File: src/design/assert_macros.svh
// Assertion macros shared by the band mask filter modules.
// Depends on nothing; each user includes it before its module header.
`ifndef ASSERT_MACROS_SVH
`define ASSERT_MACROS_SVH

// Plain property checked at every rising clock edge outside reset.
`define CWBM_ASSERT(lbl, clk, rstn, prop, msg) \
  lbl: assert property (@(posedge clk) disable iff (!(rstn)) (prop)) else $error(msg);

// Same-cycle implication checked outside reset.
`define CWBM_ASSERT_IMPL(lbl, clk, rstn, ante, cons, msg) \
  lbl: assert property (@(posedge clk) disable iff (!(rstn)) (ante) |-> (cons)) \
    else $error(msg);

`endif

File: src/design/cwbm_pkg.sv
// Shared types and constants of the cross-window band mask filter.
// Used by every module of the block; depends on nothing.
package cwbm_pkg;

  localparam int PIX_W     = 8;
  localparam int FW_W      = 11;
  localparam int CFG_IDX_W = 2;

  localparam logic OP_PIXEL = 1'b0;
  localparam logic OP_DRAIN = 1'b1;

  localparam logic [CFG_IDX_W-1:0] REG_BAND_LOW    = 2'd0;
  localparam logic [CFG_IDX_W-1:0] REG_BAND_HIGH   = 2'd1;
  localparam logic [CFG_IDX_W-1:0] REG_FRAME_WIDTH = 2'd2;

  localparam logic [PIX_W-1:0] BAND_LOW_RESET  = 8'd0;
  localparam logic [PIX_W-1:0] BAND_HIGH_RESET = 8'd255;
  localparam logic [FW_W-1:0]  FW_RESET        = 11'd640;

  // One column of the line store: gray of the older and newer row, edge of the newer row.
  typedef struct packed {
    logic [PIX_W-1:0] gray_old;
    logic [PIX_W-1:0] gray_new;
    logic [PIX_W-1:0] edge_val;
  } line_word_t;

  // Which neighbors of the cross lie inside the frame.
  typedef struct packed {
    logic left_ok;
    logic right_ok;
    logic up_ok;
    logic below_ok;
  } nbr_mask_t;

  typedef struct packed {
    logic [PIX_W-1:0] edge_out;
    logic             frame_done;
  } result_t;

endpackage

File: src/design/cwbm_cross_eval.sv
// Band test over the plus-shaped neighborhood of one stored pixel.
// Depends on cwbm_pkg for the line word and neighbor mask types.
module cwbm_cross_eval
  import cwbm_pkg::*;
(
  input  logic [PIX_W-1:0] band_low,
  input  logic [PIX_W-1:0] band_high,
  input  line_word_t       center,
  input  logic [PIX_W-1:0] left_gray,
  input  logic [PIX_W-1:0] right_gray,
  input  logic [PIX_W-1:0] below_gray,
  input  nbr_mask_t        mask,
  output logic [PIX_W-1:0] edge_out
);

  function automatic logic in_band(input logic [PIX_W-1:0] g,
                                   input logic [PIX_W-1:0] lo,
                                   input logic [PIX_W-1:0] hi);
    return (lo < g) && (g < hi);
  endfunction

  logic hit;

  always_comb begin
    hit = in_band(center.gray_new, band_low, band_high)
        | (mask.left_ok  & in_band(left_gray, band_low, band_high))
        | (mask.right_ok & in_band(right_gray, band_low, band_high))
        | (mask.up_ok    & in_band(center.gray_old, band_low, band_high))
        | (mask.below_ok & in_band(below_gray, band_low, band_high));
    edge_out = hit ? center.edge_val : '0;
  end

endmodule

File: config.mk
export PLATFORM = sky130hd
export DESIGN_NAME = cwbm_cross_eval
export DESIGN_NICKNAME = d
export VERILOG_FILES = /design/src/design/assert_macros.svh /design/src/design/cwbm_pkg.sv /design/src/design/cwbm_cross_eval.sv
export SDC_FILE = /design/constraint.sdc
export NUM_CORES = 1
export LEC_CHECK = 0
export BUFFER_PORTS_ARGS = -buffer_cell sky130_fd_sc_hd__buf_2
export CAP_MARGIN = 10
export CELL_PAD_IN_SITES_DETAIL_PLACEMENT = 2
export CELL_PAD_IN_SITES_GLOBAL_PLACEMENT = 2
export CORE_MARGIN = 2
export CORE_UTILIZATION = 29
export DETAILED_ROUTE_END_ITERATION = 8
export GPL_ROUTABILITY_DRIVEN = 0
export GPL_TIMING_DRIVEN = 0
export PLACE_DENSITY_LB_ADDON = 0.1
export SYNTH_ARGS = -nofsm -noshare
export SYNTH_HDL_FRONTEND = slang
export SYNTH_SLANG_ARGS = --single-unit
File: constraint.sdc
create_clock -name vclk -period 7.22
set_clock_uncertainty 0.15 [all_clocks]
set_input_delay 1.444 -clock vclk [all_inputs]
set_output_delay 1.444 -clock vclk [all_outputs]
set_load 0.01 [all_outputs]
==> key figures <==
Setup path
  – Kind of critical path: in -> out
  – Max FO, Critical Path: 8
  – CP Data Arrival Time: 3.52 ns
  – Crit path required time: about 5.6 ns
  – Startpoint Class: input port
  – CP endpoint kind: output port

Power and ir drop
  – Leak: roughly 1.3 nW
  – Tot Pwr: ~0.13 mW
  – Pwr/cell area: around 60 nW/um^2
  – VDD IR max: about 0.016 mV

Yosys
  – Post-Syn Instances: roughly 230
  – Sequential share of the synthesized area: 0
  – Post-synthesis mux area share: 0
  – Yosys cell types: 30
  – Simple-Gate Fraction of Synth Area: 0.167
  – Largest family of logic cells by synthesized area: adder cells
  – Synth Area per Inst: 7.61 sq um
  – Adder-Cell Fraction of Synth Area: 0.503
  – Syn Nets: 367
  – Post-Synth XOR/XNOR Area: 0
  – Yosys warning total: 0
  – Post-synthesis compound-gate area fraction: 0.223
  – Mapped Area: 1740 sq um

Drt
  – Wire length per cell: between 10 and 15 um
  – Vias per cell: ~5.1
  – Antenna Nets Post-Route: 0
  – Count of TritonRoute iterations in the first routing pass: 4
  – Drt drc: 0
  – Via count: 1947
  – Routed WL: 5540 um
  – Detailed router's first-iteration violation count: 48

Layout
  – Clock buffers: 0
  – Share of cells above drive strength 1: 0.259
  – Nets: 445
  – Most common cell after layout, fill and taps aside: buf_2
  – Flip-flop and latch area: 0 sq um
  – Diodes inserted: 0
  – Area Overhead vs Synth: 27.2%
  – Multi-input logic area: 1550 sq um
  – Fillers: 725
  – Commonest cells after routing, fill and taps aside: buf_2, ha_1, inv_1
  – Seq_cells: 0

Die
  – Initial Utilization: 0.298
  – Die height: 81.5 um
  – Die W: ~80 um
  – Rows: 28
  – Core area: slightly below 6000 sq um
  – Die area: 6640 sq um
  – I/O pins: 76

CTS
  – Post-cts repair resize count: 0
  – Hold-fix buffers, CTS: 0
  – Setup bufs post-CTS: 0

Global routing
  – Total global-route track usage: 0.173
  – Initial antenna violation count: 0
  – First-pass GRT wire length: 9140 um
  – Largest net degree at the start of global routing: 9
  – Vias in the first global route: between 2000 and 2500
  – Gr ovfl total: 0

Flow run
  – Max Cap Viol: 0

STA
  – Worst slew pin tran: approximately 0.7 ns
  – Final Hold Viols: 0
  – Setup violators final: 0
  – Fin Setup TNS: 0 ns
  – Max-slew violations: 0
  – Max Clk Rate: between 150 and 200 MHz
  – Minimum clock period after layout: ~5.1 ns
  – Final Cycle Share: 0.708
  – Relative slew margins: 0.538
  – RSZ-0062 raised after global routing: false

Placement
  – Port Buffers: 76
  – HPWL after detailed placement: around 5000 um

Min path
  – Hold WC Path Type: in -> out
  – Hold Path Depth: 4

Status
  – Status: completed
-- synthesized netlist by cell type --
cell type  count  area share
ha_1          70        0.50
inv_1         50        0.11
a21oi_1       13       0.037
nand4_1       10       0.036
a31oi_1        9       0.032
nor2_1         9       0.019
a211oi_1       8       0.034
nand2b_1       8       0.029
nand3_1        8       0.023
o21ai_0        7       0.020
a21o_1         5       0.022
nand2_1        5       0.011
and3_1         4       0.014
a211o_1        2       0.010
a22oi_1        2      0.0086
nor2b_1        2      0.0072
nor3_1         2      0.0057
nor3b_1        2      0.0086
o21bai_1       2      0.0086
a2111oi_0      1      0.0050
a311oi_1       1      0.0050
a32oi_2        1      0.0093
and3_2         1      0.0043
nor4b_1        1      0.0050
o2111ai_1      1      0.0050
o211ai_1       1      0.0043
o21a_1         1      0.0043
o22ai_1        1      0.0036
o32a_4         1       0.013
or3_1          1      0.0036
-- cell families after synthesis --
| kind of cell | count (synthesis) |
|---|---|
| fa+ha+maj | 70 |
| buf+inv | 50 |
| compound gates | 56 |
| simple gates | 53 |
-- worst paths after layout --
path / endpoint / start
max: edge_out[5] / band_high[5]
min: edge_out[6] / center[6]
-- routing by layer --
layer  up-vias  wire length [um]  track usage
met1       910              2570        0.221
met5         -                 0            0
met4         0                 0            0
met2        45              2760        0.339
li1        992                 -            -
met3         0               204      0.00440
-- worst max-delay path, stage by stage --
cell      delay, ns
buf_2          0.09
inv_1          0.20
ha_1           0.29
a211oi_1       0.25
o22ai_1        0.13
nor4b_1        0.27
o21ai_0        0.19
o32a_4         0.30
a31oi_1        0.18
buf_2          0.16
-- stage by stage --
step           cells  setup WS [ns]  hold slack [ns]  area, sq um  utilization
3_5_place_dp     380           2.05             3.03         2220        0.379
5_1_grt          380           1.96             3.06         2220        0.379
3_3_place_gp     380           2.08             3.03         2220        0.379
2_1_floorplan    229           2.57             2.82         1740            -
4_1_cts          380           2.05             3.03         2220        0.379
6_report         380           2.10             3.03         2220        0.379
-- power breakdown --
part	internal, mW	switching [mW]	total [mW]
registers	0	0	0
logic	0.0608	0.0719	0.133
clock network	0	0	0
total	0.0608	0.0719	0.133
-- cell type report --
cell class	instances	area share
inverters	50	0.0847
multi-input cells	179	0.701
well taps	75	0.0423
repair buffers	76	0.172
Note: power is estimated with default switching activity, not from simulation.
