**src/design/assert_macros.svh**
```systemverilog
// Assertion macros shared by the band mask filter modules.
// Depends on nothing; each user includes it before its module header.
`ifndef ASSERT_MACROS_SVH
`define ASSERT_MACROS_SVH

// Plain property checked at every rising clock edge outside reset.
`define CWBM_ASSERT(lbl, clk, rstn, prop, msg) \
  lbl: assert property (@(posedge clk) disable iff (!(rstn)) (prop)) else $error(msg);

// Same-cycle implication checked outside reset.
`define CWBM_ASSERT_IMPL(lbl, clk, rstn, ante, cons, msg) \
  lbl: assert property (@(posedge clk) disable iff (!(rstn)) (ante) |-> (cons)) \
    else $error(msg);

`endif

```
**src/design/cwbm_pkg.sv**
```systemverilog
// Shared types and constants of the cross-window band mask filter.
// Used by every module of the block; depends on nothing.
package cwbm_pkg;

  localparam int PIX_W     = 8;
  localparam int FW_W      = 11;
  localparam int CFG_IDX_W = 2;

  localparam logic OP_PIXEL = 1'b0;
  localparam logic OP_DRAIN = 1'b1;

  localparam logic [CFG_IDX_W-1:0] REG_BAND_LOW    = 2'd0;
  localparam logic [CFG_IDX_W-1:0] REG_BAND_HIGH   = 2'd1;
  localparam logic [CFG_IDX_W-1:0] REG_FRAME_WIDTH = 2'd2;

  localparam logic [PIX_W-1:0] BAND_LOW_RESET  = 8'd0;
  localparam logic [PIX_W-1:0] BAND_HIGH_RESET = 8'd255;
  localparam logic [FW_W-1:0]  FW_RESET        = 11'd640;

  // One column of the line store: gray of the older and newer row, edge of the newer row.
  typedef struct packed {
    logic [PIX_W-1:0] gray_old;
    logic [PIX_W-1:0] gray_new;
    logic [PIX_W-1:0] edge_val;
  } line_word_t;

  // Which neighbors of the cross lie inside the frame.
  typedef struct packed {
    logic left_ok;
    logic right_ok;
    logic up_ok;
    logic below_ok;
  } nbr_mask_t;

  typedef struct packed {
    logic [PIX_W-1:0] edge_out;
    logic             frame_done;
  } result_t;

endpackage

```
**src/design/cwbm_out_fifo.sv**
```systemverilog
// Two-word output queue that decouples the filter stage from the receiver.
// Depends on cwbm_pkg for the result type and on assert_macros.svh.
`include "assert_macros.svh"
module cwbm_out_fifo
  import cwbm_pkg::*;
(
  input  logic       clk,
  input  logic       rst_n,
  input  logic       push,
  input  result_t    push_data,
  output logic [1:0] level,
  output logic       pop,
  output logic       out_valid,
  input  logic       out_ready,
  output result_t    out_data
);

  result_t    data_r [2];
  logic       wr_ptr_r, wr_ptr_nxt;
  logic       rd_ptr_r, rd_ptr_nxt;
  logic [1:0] cnt_r, cnt_nxt;

  assign out_valid = (cnt_r != 2'd0);
  assign pop       = out_valid && out_ready;
  assign out_data  = data_r[rd_ptr_r];
  assign level     = cnt_r;

  always_comb begin
    wr_ptr_nxt = push ? ~wr_ptr_r : wr_ptr_r;
    rd_ptr_nxt = pop ? ~rd_ptr_r : rd_ptr_r;
    cnt_nxt    = cnt_r + 2'(push) - 2'(pop);
  end

  always_ff @(posedge clk) begin
    if (!rst_n) begin
      wr_ptr_r <= 1'b0;
      rd_ptr_r <= 1'b0;
      cnt_r    <= 2'd0;
    end else begin
      wr_ptr_r <= wr_ptr_nxt;
      rd_ptr_r <= rd_ptr_nxt;
      cnt_r    <= cnt_nxt;
    end
  end

  always_ff @(posedge clk) begin
    if (push) begin
      data_r[wr_ptr_r] <= push_data;
    end
  end

  `CWBM_ASSERT(a_fifo_level, clk, rst_n, cnt_r != 2'd3, "output queue level out of range")
  `CWBM_ASSERT_IMPL(a_fifo_no_overflow, clk, rst_n, push && !pop, cnt_r != 2'd2, "output queue overflow")
  `CWBM_ASSERT_IMPL(a_fifo_ptrs, clk, rst_n, cnt_r == 2'd0 || cnt_r == 2'd2, wr_ptr_r == rd_ptr_r, "output queue pointers disagree with level")

endmodule

```
**config.mk**
```make
export PLATFORM = sky130hd
export DESIGN_NAME = cwbm_out_fifo
export DESIGN_NICKNAME = d
export VERILOG_FILES = /design/src/design/cwbm_pkg.sv /design/src/design/cwbm_out_fifo.sv
export VERILOG_INCLUDE_DIRS = /design/src /design/src/design
export SDC_FILE = /design/constraint.sdc
export NUM_CORES = 1
export LEC_CHECK = 0
export ABC_AREA = 1
export BUFFER_PORTS_ARGS = -buffer_cell sky130_fd_sc_hd__buf_2
export CORE_MARGIN = 2
export CORE_UTILIZATION = 52
export CTS_BUF_LIST = sky130_fd_sc_hd__clkbuf_2 sky130_fd_sc_hd__clkbuf_4 sky130_fd_sc_hd__clkbuf_8
export CTS_CLUSTER_SIZE = 40
export DETAILED_ROUTE_END_ITERATION = 12
export GPL_TIMING_DRIVEN = 0
export PLACE_DENSITY = 0.8
export RECOVER_POWER = 100
export SETUP_SLACK_MARGIN = 0.3
export SYNTH_ARGS = -nofsm -noshare
export SYNTH_HDL_FRONTEND = slang
export SYNTH_SLANG_ARGS = --single-unit
```
**constraint.sdc**
```tcl
create_clock -name clk -period 1.6 [get_ports clk]
set_input_delay 0.32 -clock clk [delete_from_list [all_inputs] [get_ports clk]]
set_output_delay 0.32 -clock clk [all_outputs]
set_load 0.005 [all_outputs]
```
==> impl_results.rst, run 1 <==
.. list-table::
   :header-rows: 1

   * - Metric
     - Value
   * - Yosys warning count
     - 0
   * - Routed length per instance
     - 13.5 um
   * - Half-perimeter wire length after detailed placement
     - 973 um
   * - CTS max path bufs
     - 2
   * - Share of the core filled with cells
     - 69.0%
   * - Total power per unit cell area
     - 1390 nW/um^2
   * - Largest fanout of any net on the critical path
     - 5
   * - Number of ports placed on the die boundary
     - 26
   * - Compound-Gate Fraction of Synth Area
     - 0.543%
   * - Critical path endpoint category
     - primary output
   * - Starting Density
     - 54.5%
   * - Hold/Removal Path Class
     - input pin to flip-flop
   * - Residual antenna-violating net count after detailed routing
     - 0
   * - Number of sinks handled by clock tree synthesis
     - 23
   * - Antenna diode instance count
     - 0
   * - Row Count
     - 15
   * - Core area
     - 1690 um^2
   * - Count of maximum capacitance violations
     - 0
   * - Post-DP Area
     - 1080 um^2
   * - Period utilisation layout
     - 95.8%
   * - Slew @ Worst Pin
     - 0.726 ns
   * - Final-report hold violation count
     - 0
   * - Count of buffers from port buffering
     - 25
   * - Post-detailed-routing wire length
     - 1.52 mm
   * - Proportion of layout cells with a drive suffix above 1
     - 43.2%
   * - Overall die area
     - 2120 um^2
   * - Area fraction in and, or, nand and nor cells after synthesis
     - 8.02%
   * - Via total after detailed routing
     - 563
   * - X dimension of the die
     - 46.1 um
   * - Xor/xnor cell area share of the yosys netlist
     - 0%
   * - TritonCTS clock tree
     - built
   * - Iteration-0 DRC count of the detailed router
     - 5
   * - Peak VDD IR
     - 1.04 mV
   * - Placed Cells
     - 105
   * - Clock transition at the registers of the reported paths
     - 0.11 ns
   * - Residual DRC count
     - 0
   * - Via count of the first global-routing pass
     - 497
   * - Total negative slack
     - 0 ns
   * - Clock root buffer master
     - sky130_fd_sc_hd__clkbuf_4
   * - Number of different library cells in the post-synthesis netlist
     - 10
   * - Commonest non-fill, non-tap cells in the layout
     - sky130_fd_sc_hd__edfxtp_1 (18), sky130_fd_sc_hd__buf_2 (13), sky130_fd_sc_hd__clkbuf_1 (11)
   * - Status
     - finished, final reports clean
   * - Worst clock skew
     - 0.00178 ns
   * - Final std cell area, no fill
     - 1170 um^2
   * - Max-Slew Margin vs Limit
     - 51.4%
   * - Required arrival time at the worst endpoint
     - 1.28 ns
   * - Unrepaired setup endpoints after global routing
     - yes
   * - Count of endpoints failing setup in the final report
     - 0
   * - Length of routed wiring on met1
     - 593 um
   * - Pre-Repair DR Iteration Count
     - 2
   * - Final min period
     - 1.53 ns
   * - Post-layout nets
     - 111
   * - Detailed-routed wire length on met3
     - 77 um
   * - Post-synthesis instance total
     - 63
   * - Total overflow reported by the global router
     - 0
   * - Critical setup path kind
     - flip-flop to primary output
   * - Synthesized area divided by synthesized cell count
     - 14.6 um^2
   * - Number of buffers added to fix hold violations after cts
     - 0
   * - Synthesized net count
     - 78
   * - Multiplexer fraction of the synthesized cell area
     - 14.7%
   * - H-Tree Depth
     - 1
   * - WL met2
     - 822 um
   * - Initial antenna violation count
     - 0
   * - Clock insertion delay at the later pin of the skew report
     - 0.30 ns
   * - Proportion of synthesized chip area in sequential cells
     - 69.6%
   * - Leakage dissipation
     - 0.491 nW
   * - Final Instance Count excl. Fillers
     - 112
   * - Final number of max-transition violations
     - 0
   * - Final RePlAce weighted congestion
     - 0.593
   * - Largest family of logic cells by synthesized area
     - multiplexers
   * - Uppermost metal layer occupied by signal nets
     - met4
   * - Synth Cell Area
     - 921 um^2
   * - Area growth from synthesis to final layout
     - 26.6%
   * - Wire length of the first global-routing pass
     - 1.97 mm
   * - Adder and majority cell fraction of the synthesized area
     - 2.72%
   * - Highest clock frequency the design can meet
     - 652 MHz
   * - Number of CTS-inserted buffers
     - 3
   * - Via/cell ratio
     - 5.03
   * - Hold_ws
     - 0.197 ns
   * - Leading cell type in the layout, fill and taps excluded
     - sky130_fd_sc_hd__edfxtp_1
   * - Critical path data arrival time
     - 1.21 ns
   * - Largest net degree at the start of global routing
     - 13
   * - Startpoint Class
     - flip-flop
   * - Synth Register Bits
     - 23
   * - Global-route total usage across every layer
     - 14.0%
   * - Height of the die
     - 46.1 um
-- cell families (layout without fill, tap and decap cells) --
logic type | count (synthesis) | in the layout
compound gates | 1 | 1
simple gates | 19 | 19
fa+ha+maj | 2 | 2
flops | 23 | 23
buf+inv | 9 | 41
mux | 9 | 9
-- path summary, 6_finish.rpt --
path                start            to  slack, ns  cells after the start
max             flip-flop   out_data[2]       0.07                      3
min          push_data[8]  data_r[1][8]       0.20                      1
max reg2reg      level[0]      level[1]       0.15                      9
min reg2reg      wr_ptr_r      wr_ptr_r       0.51                      2
-- per-stage QoR --
stage / worst slack [ns] / power [mW]
floorplan: 0.277 / 1.07
global placement: 0.190 / 1.21
detailed placement: 0.133 / 1.23
CTS: 0.0401 / 1.56
global route: 0.0319 / 1.73
finish: 0.0665 / 1.63
-- report_power, final --
group | internal, mW | leakage (nW) | total, mW | switching (mW)
clock network | 0.114 | 0.0184 | 0.273 | 0.159
registers | 0.714 | 0.211 | 0.747 | 0.0332
logic | 0.315 | 0.262 | 0.605 | 0.291
-- synthesized netlist by cell type --
library cell	count	share of area, %
sky130_fd_sc_hd__nand3_1	2	1.1
sky130_fd_sc_hd__dfxtp_1	5	11
sky130_fd_sc_hd__mux2_4	9	15
sky130_fd_sc_hd__nand2_1	8	3.3
sky130_fd_sc_hd__ha_1	2	2.7
sky130_fd_sc_hd__buf_6	1	1.2
sky130_fd_sc_hd__nor2_1	9	3.7
sky130_fd_sc_hd__inv_1	8	3.3
sky130_fd_sc_hd__a21oi_1	1	0.54
sky130_fd_sc_hd__edfxtp_1	18	59
-- state kept, by name (all words and copies together) (netlist names), named ones only --
signal / cells
data_r: 18
level: 2
rd_ptr_r: 1
wr_ptr_r: 1
-- layout make-up --
class	count	area [um^2]
Fill cell	136	523
Buffer	1	11.3
Sequential cell	23	642
Multi-Input combinational cell	31	282
Clock buffer	4	30.0
Inverter	8	32.5
Tap cell	17	21.3
Timing Repair Buffer	28	148
-- metal layers --
metal | up-vias | track usage (%)
met5 | - | 0
met3 | 2 | 4.31
li1 | 281 | -
met1 | 265 | 14.8
met4 | 0 | 6.86
met2 | 15 | 25.0
-- critical path, stage by stage, from the launching register on --
cell                       delay [ns]
sky130_fd_sc_hd__dfxtp_2         0.36
sky130_fd_sc_hd__buf_6           0.13
sky130_fd_sc_hd__mux2_4          0.30
sky130_fd_sc_hd__clkbuf_1        0.12
-- timing repair --
item / 4_1_cts / 5_1_grt
setup endpoints to repair: 20 / 13
gates resized for setup: 8 / 21
buffers inserted: 1 / 1
pin swaps: 4 / 5
cloned: 1 / 0
Power figures use the tool's default switching activity.
==> inputs of run 2 (changes only) <==
--- a/config.mk
+++ b/config.mk
@@ -9,3 +9,3 @@
 export ABC_AREA = 1
-export BUFFER_PORTS_ARGS = -buffer_cell sky130_fd_sc_hd__buf_2
+export BUFFER_PORTS_ARGS = -buffer_cell sky130_fd_sc_hd__clkbuf_2
 export CORE_MARGIN = 2
@@ -13,2 +13,3 @@
 export CTS_BUF_LIST = sky130_fd_sc_hd__clkbuf_2 sky130_fd_sc_hd__clkbuf_4 sky130_fd_sc_hd__clkbuf_8
+export CTS_CLUSTER_DIAMETER = 80
 export CTS_CLUSTER_SIZE = 40
==> constraint.sdc (replaced) <==
create_clock -name clk -period 1.6 [get_ports clk]
set_input_delay 0.16 -clock clk [delete_from_list [all_inputs] [get_ports clk]]
set_output_delay 0.16 -clock clk [all_outputs]
set_load 0.005 [all_outputs]
==> impl_results.rst, run 2 (synthesis results as in run 1) <==
.. list-table::
   :header-rows: 1

   * - Metric
     - Value
   * - Period utilisation layout
     - 88.9% (was 95.8%)
   * - Logic gate share of total power
     - 34.8% (was 37.2%)
   * - Max-Slew Margin vs Limit
     - 48.4% (was 51.4%)
   * - X dimension of the die
     - 46.1 um (unchanged)
   * - Number of buffers added to fix hold violations after cts
     - 0 (unchanged)
   * - Starting Density
     - 54.5% (unchanged)
   * - Final RePlAce weighted congestion
     - 0.591 (was 0.593)
   * - Final-report hold violation count
     - 0 (unchanged)
   * - Routed length per instance
     - 12.7 um (was 13.5 um)
   * - Residual antenna-violating net count after detailed routing
     - 0 (unchanged)
   * - Clock root buffer master
     - sky130_fd_sc_hd__clkbuf_4 (unchanged)
   * - Required arrival time at the worst endpoint
     - 1.80 ns (was 1.28 ns)
   * - Iteration-0 DRC count of the detailed router
     - 15 (was 5)
   * - Via total after detailed routing
     - 559 (was 563)
   * - Commonest non-fill, non-tap cells in the layout
     - sky130_fd_sc_hd__edfxtp_1 (18), sky130_fd_sc_hd__clkbuf_1 (13), sky130_fd_sc_hd__clkbuf_2 (12) (was sky130_fd_sc_hd__edfxtp_1 (18), sky130_fd_sc_hd__buf_2 (13), sky130_fd_sc_hd__clkbuf_1 (11))
   * - Final Instance Count excl. Fillers
     - 112 (unchanged)
   * - Count of maximum capacitance violations
     - 0 (unchanged)
   * - Post-layout nets
     - 111 (unchanged)
   * - Clock group share of total power
     - 17.6% (was 16.8%)
   * - Status
     - finished, final reports clean (unchanged)
   * - Pre-Repair DR Iteration Count
     - 4 (was 2)
   * - Share of the core filled with cells
     - 67.0% (was 69.0%)
   * - Count of buffers from port buffering
     - 25 (unchanged)
   * - Total overflow reported by the global router
     - 0 (unchanged)
   * - Largest fanout of any net on the critical path
     - 3 (was 5)
   * - Area growth from synthesis to final layout
     - 22.8% (was 26.6%)
   * - Cell internal power dissipation
     - 1.11 mW (was 1.14 mW)
   * - TritonCTS clock tree
     - built (unchanged)
   * - Length of routed wiring on met1
     - 605 um (was 593 um)
   * - Slew @ Worst Pin
     - 0.771 ns (was 0.726 ns)
   * - Post-DP Area
     - 1080 um^2 (unchanged)
   * - Capturing element of the worst setup path
     - level[1] (was out_data[2])
   * - Detailed-routed wire length on met3
     - 59 um (was 77 um)
   * - Final number of max-transition violations
     - 0 (unchanged)
   * - CTS max path bufs
     - 2 (unchanged)
   * - Critical path data arrival time
     - 1.63 ns (was 1.21 ns)
   * - Overall die area
     - 2120 um^2 (unchanged)
   * - Global-route total usage across every layer
     - 14.3% (was 14.0%)
   * - Post-detailed-routing wire length
     - 1.43 mm (was 1.52 mm)
   * - Number of ports placed on the die boundary
     - 26 (unchanged)
   * - Max reg flops
     - 18 (unchanged)
   * - Source of the critical timing path
     - level[0]
   * - Highest clock frequency the design can meet
     - 703 MHz (was 652 MHz)
   * - Hold/Removal Path Class
     - input pin to flip-flop (unchanged)
   * - Final std cell area, no fill
     - 1130 um^2 (was 1170 um^2)
   * - Initial antenna violation count
     - 0 (unchanged)
   * - Residual DRC count
     - 0 (unchanged)
   * - Via count of the first global-routing pass
     - 519 (was 497)
   * - Leading cell type in the layout, fill and taps excluded
     - sky130_fd_sc_hd__edfxtp_1 (unchanged)
   * - Row Count
     - 15 (unchanged)
   * - Height of the die
     - 46.1 um (unchanged)
   * - Share of power burned in registers
     - 47.6% (was 46.0%)
   * - Count of endpoints failing setup in the final report
     - 0 (unchanged)
   * - Total power after layout
     - 1.56 mW (was 1.63 mW)
   * - Antenna diode instance count
     - 0 (unchanged)
   * - Half-perimeter wire length after detailed placement
     - 988 um (was 973 um)
   * - Peak VDD IR
     - 0.929 mV (was 1.04 mV)
   * - Uppermost metal layer occupied by signal nets
     - met4 (unchanged)
   * - H-Tree Depth
     - 1 (unchanged)
   * - Wire length of the first global-routing pass
     - 2.05 mm (was 1.97 mm)
   * - Number of sinks handled by clock tree synthesis
     - 23 (unchanged)
   * - Critical path endpoint category
     - flip-flop (was primary output)
   * - Slack of the worst reg-to-reg path
     - 0.18 ns (was 0.15 ns)
   * - Proportion of layout cells with a drive suffix above 1
     - 33.7% (was 43.2%)
   * - Capture instance of the worst register-to-register path
     - level[1] (unchanged)
   * - Total negative slack
     - 0 ns (unchanged)
   * - Core area
     - 1690 um^2 (unchanged)
   * - WL met2
     - 745 um (was 822 um)
   * - Worst clock skew
     - 0.00425 ns (was 0.00178 ns)
   * - Switching part of the total
     - 29.3% (was 29.7%)
   * - Via/cell ratio
     - 4.99 (was 5.03)
   * - Final min period
     - 1.42 ns (was 1.53 ns)
   * - Unrepaired setup endpoints after global routing
     - yes (unchanged)
   * - Placed Cells
     - 105 (unchanged)
   * - Power spent charging and discharging nets
     - 0.457 mW (was 0.483 mW)
   * - Clock transition at the registers of the reported paths
     - 0.12 ns (was 0.11 ns)
   * - Worst reg2reg path depth
     - 9 (unchanged)
   * - Most flops, register
     - data_r (unchanged)
   * - Largest net degree at the start of global routing
     - 13 (unchanged)
   * - Startpoint of the lowest-slack register-to-register path
     - level[0] (unchanged)
   * - Total power per unit cell area
     - 1380 nW/um^2 (was 1390 nW/um^2)
   * - Critical setup path kind
     - flip-flop to flip-flop (was flip-flop to primary output)
   * - Startpoint Class
     - flip-flop (unchanged)
   * - Number of CTS-inserted buffers
     - 3 (unchanged)
   * - Leakage dissipation
     - 0.476 nW (was 0.491 nW)
   * - Clock insertion delay at the later pin of the skew report
     - 0.30 ns (about the same)
[run 2: worst min-delay path by stage]
stage / from / end / slack, ns / cells past startpoint
after global routing: push_data[5] / data_r[0][5] / 0.03 / 1
after CTS: push_data[5] / data_r[0][5] / 0.03 / 1
after detailed placement: push_data[5] / data_r[0][5] / 0.36 / 1
final: push_data[5] / data_r[1][5] / 0.05 / 1
after global placement: push_data[3] / data_r[1][3] / 0.35 / 1
after floorplan: rst_n / level[0] / 0.25 / 2
[run 2: power by group through the flow]
| stage | Sequential, mW | Clock, mW | Combinational (mW) |
|---|---|---|---|
| 6_report | 0.743 | 0.275 | 0.544 |
| 5_1_grt | 0.751 | 0.307 | 0.601 |
| 4_1_cts | 0.756 | 0.281 | 0.510 |
| 3_5_place_dp | 0.769 | 0 | 0.462 |
| 3_3_place_gp | 0.766 | 0 | 0.445 |
| 2_1_floorplan | 0.766 | 0 | 0.308 |
[run 2: metal layers]
metal / up-vias / global-route usage, %
met5: - / 0
met4: 0 / 8.57
met3: 2 / 3.53
met2: 15 / 24.7
met1: 263 / 15.5
li1: 279 / -
[run 2: worst max-delay path, stage by stage (launching register included)]
cell and delay [ns]:
sky130_fd_sc_hd__dfxtp_1 0.34, sky130_fd_sc_hd__nor2_1 0.21, sky130_fd_sc_hd__nor2_4 0.06, sky130_fd_sc_hd__ha_4 0.26, sky130_fd_sc_hd__inv_2 0.04, sky130_fd_sc_hd__ha_4 0.15, sky130_fd_sc_hd__inv_1 0.05, sky130_fd_sc_hd__nand2_1 0.06
sky130_fd_sc_hd__a21oi_1 0.12, sky130_fd_sc_hd__nor2_1 0.06
[run 2: cell type report]
class / count / area, um^2
fill: 142 / 558
tap: 17 / 21.3
multi-input combinational: 31 / 270
timing repair buffer: 28 / 128
inverter: 8 / 30.0
buffer: 1 / 11.3
sequential: 23 / 641
clock buffer: 4 / 30.0
[run 2: repair_timing]
item | in CTS | in global routing
gates cloned | 1 | 0
buffers inserted | 2 | 0
pin swaps | 4 | 3
setup endpoints to repair | 11 | 20
resized for setup | 3 | 6
[run 2: metrics by stage]
step | hold slack, ns | worst slack (ns)
6_report | 0.0457 | 0.178
3_3_place_gp | 0.350 | 0.254
4_1_cts | 0.0338 | 0.217
3_5_place_dp | 0.355 | 0.215
5_1_grt | 0.0267 | 0.0941
2_1_floorplan | 0.253 | 0.277
